<file path="config.mk">
export PLATFORM = sky130hd
export DESIGN_NAME = fp32_fp16_converter_top
export DESIGN_NICKNAME = d
export VERILOG_FILES = /design/src/design/fpc_pkg.sv /design/src/design/fpc_decode.sv /design/src/design/fpc_align.sv /design/src/design/fpc_pack.sv /design/src/design/fp32_fp16_converter_top.sv
export SDC_FILE = /design/constraint.sdc
export NUM_CORES = 1
export LEC_CHECK = 0
export BUFFER_PORTS_ARGS = -buffer_cell sky130_fd_sc_hd__clkbuf_2
export CORE_MARGIN = 5
export CORE_UTILIZATION = 45
export CTS_BUF_LIST = sky130_fd_sc_hd__clkbuf_2 sky130_fd_sc_hd__clkbuf_4 sky130_fd_sc_hd__clkbuf_8
export DETAILED_ROUTE_END_ITERATION = 7
export PLACE_DENSITY_LB_ADDON = 0.15
export SETUP_SLACK_MARGIN = 0.15
export SKIP_LAST_GASP = 1
export SLEW_MARGIN = 10
export SYNTH_ARGS = -nofsm -noshare
export SYNTH_HDL_FRONTEND = slang
export SYNTH_SLANG_ARGS = --single-unit
</file>
<file path="constraint.sdc">
create_clock -name clk -period 4.7 [get_ports clk]
set_clock_uncertainty 0.15 [all_clocks]
set_input_delay 0.94 -clock clk [delete_from_list [all_inputs] [get_ports clk]]
set_output_delay 0.94 -clock clk [all_outputs]
set_load 0.1 [all_outputs]
</file>
<file path="src/design/fpc_pkg.sv">
// Shared types for the binary32/binary16 converter pipeline.
package fpc_pkg;

	typedef enum logic [2:0] {
		OP_N_FIXED,
		OP_N_SUB,
		OP_N_NORM,
		OP_W_PASS,
		OP_W_SUB
	} op_t;

	typedef struct packed {
		op_t         op;
		logic        sign;
		logic [7:0]  e8;
		logic [22:0] man;
		logic [4:0]  shamt;
	} s1_t;

	typedef struct packed {
		logic       kind;
		logic       sign;
		logic [7:0] e8;
		logic [9:0] man10;
		logic       inc;
	} s2_t;

endpackage

</file>
<file path="src/design/fpc_decode.sv">
// Stage 1: operand classification, exponent rebias, shift amounts.
module fpc_decode (
	input  logic             clk,
	input  logic             arst_n,
	input  logic             valid_in,
	input  logic             kind,
	input  logic [31:0]      operand,
	output logic             valid_s1,
	output fpc_pkg::s1_t     data_s1
);

	fpc_pkg::s1_t d;
	logic [7:0]  nexp;
	logic [9:0]  pay;
	logic [4:0]  hexp;
	logic [9:0]  hman;
	logic [3:0]  lz;

	always_comb begin
		nexp = operand[30:23];
		pay  = (operand[22:13] == 10'd0) ? 10'd1 : operand[22:13];
		hexp = operand[14:10];
		hman = operand[9:0];
		lz   = 4'd0;
		for (int i = 0; i < 10; i++) begin
			if (hman[i]) lz = 4'(10 - i);
		end
		d.shamt = 5'd0;
		d.man   = operand[22:0];
		d.e8    = 8'd0;
		if (!kind) begin
			d.sign = operand[31];
			if (nexp == 8'hFF) begin
				d.op = fpc_pkg::OP_N_FIXED;
				d.e8 = 8'd31;
				d.man = (operand[22:0] == 23'd0) ? 23'd0 : {pay, 13'd0};
			end else if (nexp >= 8'd143) begin
				d.op = fpc_pkg::OP_N_FIXED;
				d.e8 = 8'd31;
				d.man = 23'd0;
			end else if (nexp >= 8'd113) begin
				d.op = fpc_pkg::OP_N_NORM;
				d.e8 = nexp - 8'd112;
			end else if (nexp >= 8'd102) begin
				d.op = fpc_pkg::OP_N_SUB;
				d.shamt = 5'(8'd126 - nexp);
			end else begin
				d.op = fpc_pkg::OP_N_FIXED;
				d.man = 23'd0;
			end
		end else begin
			d.sign = operand[15];
			d.man  = {hman, 13'd0};
			if (hexp == 5'd0) begin
				if (hman == 10'd0) begin
					d.op = fpc_pkg::OP_W_PASS;
				end else begin
					d.op = fpc_pkg::OP_W_SUB;
					d.e8 = 8'd113 - {4'd0, lz};
					d.shamt = {1'b0, lz};
				end
			end else if (hexp == 5'd31) begin
				d.op = fpc_pkg::OP_W_PASS;
				d.e8 = 8'hFF;
			end else begin
				d.op = fpc_pkg::OP_W_PASS;
				d.e8 = {3'd0, hexp} + 8'd112;
			end
		end
	end

	always_ff @(posedge clk or negedge arst_n) begin
		if (!arst_n) begin
			valid_s1 <= 1'b0;
		end else begin
			valid_s1 <= valid_in;
		end
	end

	always_ff @(posedge clk) begin
		if (valid_in) begin
			data_s1 <= d;
		end
	end

endmodule

</file>
<file path="src/design/fpc_align.sv">
// Stage 2: mantissa shifts and round-increment decision.
module fpc_align (
	input  logic             clk,
	input  logic             arst_n,
	input  logic             valid_s1,
	input  fpc_pkg::s1_t     data_s1,
	output logic             valid_s2,
	output fpc_pkg::s2_t     data_s2
);

	fpc_pkg::s2_t d;
	logic [23:0] full;
	logic [23:0] sh;
	logic [23:0] shr;
	logic [9:0]  wm;

	always_comb begin
		full = {1'b1, data_s1.man};
		sh   = full >> data_s1.shamt;
		shr  = full >> (data_s1.shamt - 5'd1);
		wm   = data_s1.man[22:13] << data_s1.shamt[3:0];
		d.sign  = data_s1.sign;
		d.e8    = data_s1.e8;
		d.man10 = data_s1.man[22:13];
		d.inc   = 1'b0;
		d.kind  = 1'b0;
		unique case (data_s1.op)
			fpc_pkg::OP_N_FIXED: begin
			end
			fpc_pkg::OP_N_NORM: begin
				d.inc = data_s1.man[12] && ((|data_s1.man[11:0]) || data_s1.man[13]);
			end
			fpc_pkg::OP_N_SUB: begin
				d.e8    = 8'd0;
				d.man10 = sh[9:0];
				d.inc   = shr[0];
			end
			fpc_pkg::OP_W_PASS: begin
				d.kind = 1'b1;
			end
			fpc_pkg::OP_W_SUB: begin
				d.kind  = 1'b1;
				d.man10 = wm;
			end
			default: begin
			end
		endcase
	end

	always_ff @(posedge clk or negedge arst_n) begin
		if (!arst_n) begin
			valid_s2 <= 1'b0;
		end else begin
			valid_s2 <= valid_s1;
		end
	end

	always_ff @(posedge clk) begin
		if (valid_s1) begin
			data_s2 <= d;
		end
	end

endmodule

</file>
<file path="src/design/fpc_pack.sv">
// Stage 3: rounding add and result packing into the output register.
module fpc_pack (
	input  logic             clk,
	input  logic             arst_n,
	input  logic             valid_s2,
	input  fpc_pkg::s2_t     data_s2,
	output logic             valid_s3,
	output logic [31:0]      result_s3
);

	logic [14:0] half;
	logic [31:0] res;

	always_comb begin
		half = {data_s2.e8[4:0], data_s2.man10} + {14'd0, data_s2.inc};
		if (data_s2.kind) begin
			res = {data_s2.sign, data_s2.e8, data_s2.man10, 13'd0};
		end else begin
			res = {16'd0, data_s2.sign, half};
		end
	end

	always_ff @(posedge clk or negedge arst_n) begin
		if (!arst_n) begin
			valid_s3 <= 1'b0;
		end else begin
			valid_s3 <= valid_s2;
		end
	end

	always_ff @(posedge clk) begin
		if (valid_s2) begin
			result_s3 <= res;
		end
	end

endmodule

</file>
<file path="src/design/fp32_fp16_converter_top.sv">
// Top level of the binary32/binary16 bit-pattern converter.
// Usage:
//   A transaction is accepted on a rising edge with start high and busy low.
//   kind 0 narrows a binary32 operand to binary16 (low 16 bits of converted,
//   upper bits zero); kind 1 widens operand[15:0] to binary32.
//   busy is always low: the three-stage pipeline takes one transaction every
//   cycle, so throughput is one conversion per clock.
//   done and converted are driven by the pack register stage, after the decode
//   and align register stages; done is high for a single cycle per result,
//   and the receiver samples the result while done is high.
//   The receiver cannot stall; each result is taken in its done cycle.
//   Reset (arst_n low, asynchronous) clears all stage valid bits, dropping
//   any transactions in flight; no result appears until new ones enter.
module fp32_fp16_converter_top (
	input  logic        clk,
	input  logic        arst_n,
	input  logic        start,
	output logic        busy,
	input  logic        kind,
	input  logic [31:0] operand,
	output logic        done,
	output logic [31:0] converted
);

	logic          valid_s1;
	logic          valid_s2;
	fpc_pkg::s1_t  data_s1;
	fpc_pkg::s2_t  data_s2;

	assign busy = 1'b0;

	fpc_decode u_decode (
		.clk      (clk),
		.arst_n   (arst_n),
		.valid_in (start & ~busy),
		.kind     (kind),
		.operand  (operand),
		.valid_s1 (valid_s1),
		.data_s1  (data_s1)
	);

	fpc_align u_align (
		.clk      (clk),
		.arst_n   (arst_n),
		.valid_s1 (valid_s1),
		.data_s1  (data_s1),
		.valid_s2 (valid_s2),
		.data_s2  (data_s2)
	);

	fpc_pack u_pack (
		.clk       (clk),
		.arst_n    (arst_n),
		.valid_s2  (valid_s2),
		.data_s2   (data_s2),
		.valid_s3  (done),
		.result_s3 (converted)
	);

endmodule

</file>
==> out/qor_table.md <==
| Item | Reported |
|---|---|
| Site Rows | 42 |
| Via count | 4,433 |
| Clock tree from TritonCTS | done |
| Capturing element type of the critical path | register |
| Sequential share of the synthesized area | 47.1% |
| Number of vias per cell after detailed routing | 5.84 |
| Worst slew margin relative to its limit | 32.4% |
| RSZ-0062 raised after global routing | no |
| Startpoint of the most critical setup path | u_decode.data_s1[1]$_DFFE_PP_ |
| Layout area overhead | 9.12% |
| Top cells by area, synth | edfxtp_1 (46%), mux4_2 (8.5%), and2_1 (3.9%) |
| Total number of yosys warnings | 0 |
| First-pass GRT wire length | 22,300 um |
| H-tree Lvls | 3 |
| Number of top-level pins | 70 |
| Shortest period the worst path allows | 3.10 ns |
| Outcome | completed |
| Antenna violations before repair | 0 |
| Cell chosen for the clock root | clkbuf_8 |
| Post-route core utilization | 50.2% |
| Number of hold-repair buffers added at the cts stage | 0 |
| Highest attainable clock frequency | 322 MHz |
| CP arrival | 3.08 ns |
| Worst reg2reg startpoint | u_decode.data_s1[1]$_DFFE_PP_ |
| Routability congestion estimate | 0.983 |
| Total wirelength of the detailed-routed design | 13,700 um |
| Pwr Density | 312 nW/um2 |
| Initial core utilization | 46.0% |
| Post-synth EDFFs | 93 |
| Area of the core region | 13,200 um2 |
| 1st-iter DRT viols | 236 |
| DR pass1 iterations | 7 |
| Post-synthesis net count | 581 |
| Total of max-cap violations | 0 |
| Maximum vdd ir drop | 112 uV |
| Most frequent standard cell in the layout excluding fill and tap cells | edfxtp_1 |
| Fraction of synthesis flops using an asynchronous set or reset pin | 3.13% |
| Overall power of the completed layout | 2.07 mW |
| CTS-repair resized insts | 0 |
| Overall die height | 126 um |
| Commonest register cell after synthesis | edfxtp_1 |
| Buffers on Ports | 68 |
| Half-perimeter wire length after placement | 10,200 um |
| Transition time of the tightest slew-check pin | 1.01 ns |
| Synth Cell Area | 6090 um2 |
| Detailed-route wire length per cell | 18.0 um |
| Required time worst endpoint | 4.68 ns |
| Mean instance size in the synthesized netlist | 11.5 um2 |
| Final setup violating endpoints | 0 |
| Sinks on Clock Net | 96 |
| Post-synth top area share | 45.8% |
| Synthesized instance count | 532 |
| Critical path peak fanout | 35 |
| Vias in the first global route | 4,336 |
| Worst Setup Start Kind | register |
| CTS Buf Count | 9 |
| Clock edge transition at the registers on the reported setup and hold paths | 0.09 ns |
| Drc violations | 0 |
| Final Slew Violations | 0 |
| Period utilisation layout | 66.0% |
| Final net count | 627 |
| Aggregate global-route resource usage | 17.4% |
| Total inserted antenna cells | 0 |
| DIE WIDTH | 126 um |
| Hold violation total from the final report | 0 |
| Filler Cell Count | 1,229 |
| Register bit total from synthesis | 96 |
| Cell taking the most area after synthesis | edfxtp_1 |
| Ratio of cells with drive above 1 in the final layout | 21.3% |
| Post-CTS repair timing setup buffer count | 0 |
| Synth cell types | 64 |
| Buffers from clock root to sink, at most | 2 |
| Total grt overflow | 0 |
| Setup TNS | 0 ns |
| Lkg Pwr | 2.51 nW |
| Min-delay worst type | in2async |
| Count of nets left with antenna violations after detail routing | 0 |
| Type of the worst setup path | reg2reg |
| Die area | 16,000 um2 |
| Most frequent cells in the layout | edfxtp_1 (93), clkbuf_2 (68), nor2_1 (46) |
| Clk_lat worst skew | 0.37 ns |
| Pin count of the biggest net entering global routing | 50 |
| Logic depth of the worst register-to-register path | 7 |
## state kept, by name, summed over array words and instances (netlist names)
signal,cells
u_align.data_s2,21
u_decode.valid_s1,1
u_pack.valid_s3,1
u_align.valid_s2,1
u_pack.result_s3,32
u_decode.data_s1,40
## metrics by stage
step / cells / setup slack [ns] / hold slack [ns] / cell area, um2
2_1_floorplan: 532 / 1.75 / 0.250 / 6090
3_3_place_gp: 743 / 1.62 / 0.276 / 6480
3_5_place_dp: 743 / 1.61 / 0.285 / 6480
4_1_cts: 759 / 1.61 / 0.161 / 6650
5_1_grt: 759 / 1.43 / 0.164 / 6650
6_report: 759 / 1.60 / 0.187 / 6650
## cell type report
type / count / area (um2) / share of cell area (%)
Clock buffer: 9 / 124 / 1.86
Clock inverter: 7 / 46.3 / 0.696
Inverter: 16 / 60.1 / 0.903
Multi-Input combinational cell: 384 / 2970 / 44.6
Sequential cell: 96 / 2870 / 43.1
Tap cell: 176 / 220 / 3.31
Timing Repair Buffer: 71 / 363 / 5.46
## critical path, stage by stage (launching register included)
cell and delay (ns):
edfxtp_1 0.33, buf_4 0.36, inv_1 0.30, ha_1 0.53, mux4_2 0.54, mux4_2 0.48
nand3_1 0.10, nand3_1 0.07
## worst paths after layout
kind / endpoint / slack, ns
max: u_align.data_s2[0]$_DFFE_PP_ / 1.60
min: u_align.valid_s2$_DFF_PN0_ / 0.19
max reg2reg: u_align.data_s2[0]$_DFFE_PP_ / 1.60
min reg2reg: u_align.data_s2[19]$_DFFE_PP_ / 0.30
max in group asynchronous: u_align.valid_s2$_DFF_PN0_ / 4.10
min in group clk: u_align.data_s2[19]$_DFFE_PP_ / 0.30
## cells in the mapped netlist, types with 6 or more instances
master and n:
inv_1 16, mux4_2 23, a21oi_1 26, o21ai_0 22, nor2_1 46, edfxtp_1 93, xor2_1 13, a31oi_1 6
ha_1 13, mux2_2 6, nor2b_1 13, mux2i_1 13, o211ai_1 7, a22o_1 10, clkbuf_1 16, buf_2 8
or3_1 6, nand2b_1 15, nor3_1 6, and2_1 38, nand3_1 14, nand2_1 36, mux4_1 7
## cell families after synthesis
| group | count (synthesis) | share of synthesized area (%) |
|---|---|---|
| DFF | 96 | 47.1 |
| AOI/OAI and AO/OA | 104 | 11.3 |
| adders and majority gates | 13 | 2.67 |
| other | 1 | 0.0615 |
| and+or+nand+nor | 199 | 17.3 |
| buffers and inverters | 52 | 4.25 |
| xor gates and xnor gates | 17 | 2.44 |
| muxes | 50 | 15.0 |
## power by group
part	switching (mW)	total (mW)	internal (mW)	leakage [nW]
combinational	0.314	0.494	0.180	1.45
sequential	0.0849	1.11	1.03	0.972
clock	0.278	0.469	0.191	0.0847
total	0.676	2.07	1.40	2.51
## layer usage
| metal | GRT usage (%) | routed length (um) | vias to the layer above |
|---|---|---|---|
| met5 | 0 | 0 | - |
| met3 | 3.53 | 826 | 34 |
| li1 | - | - | 2102 |
| met4 | 8.14 | 458 | 0 |
| met1 | 22.8 | 5780 | 2119 |
| met2 | 27.7 | 6620 | 178 |
(Power assumes the default switching activity.)
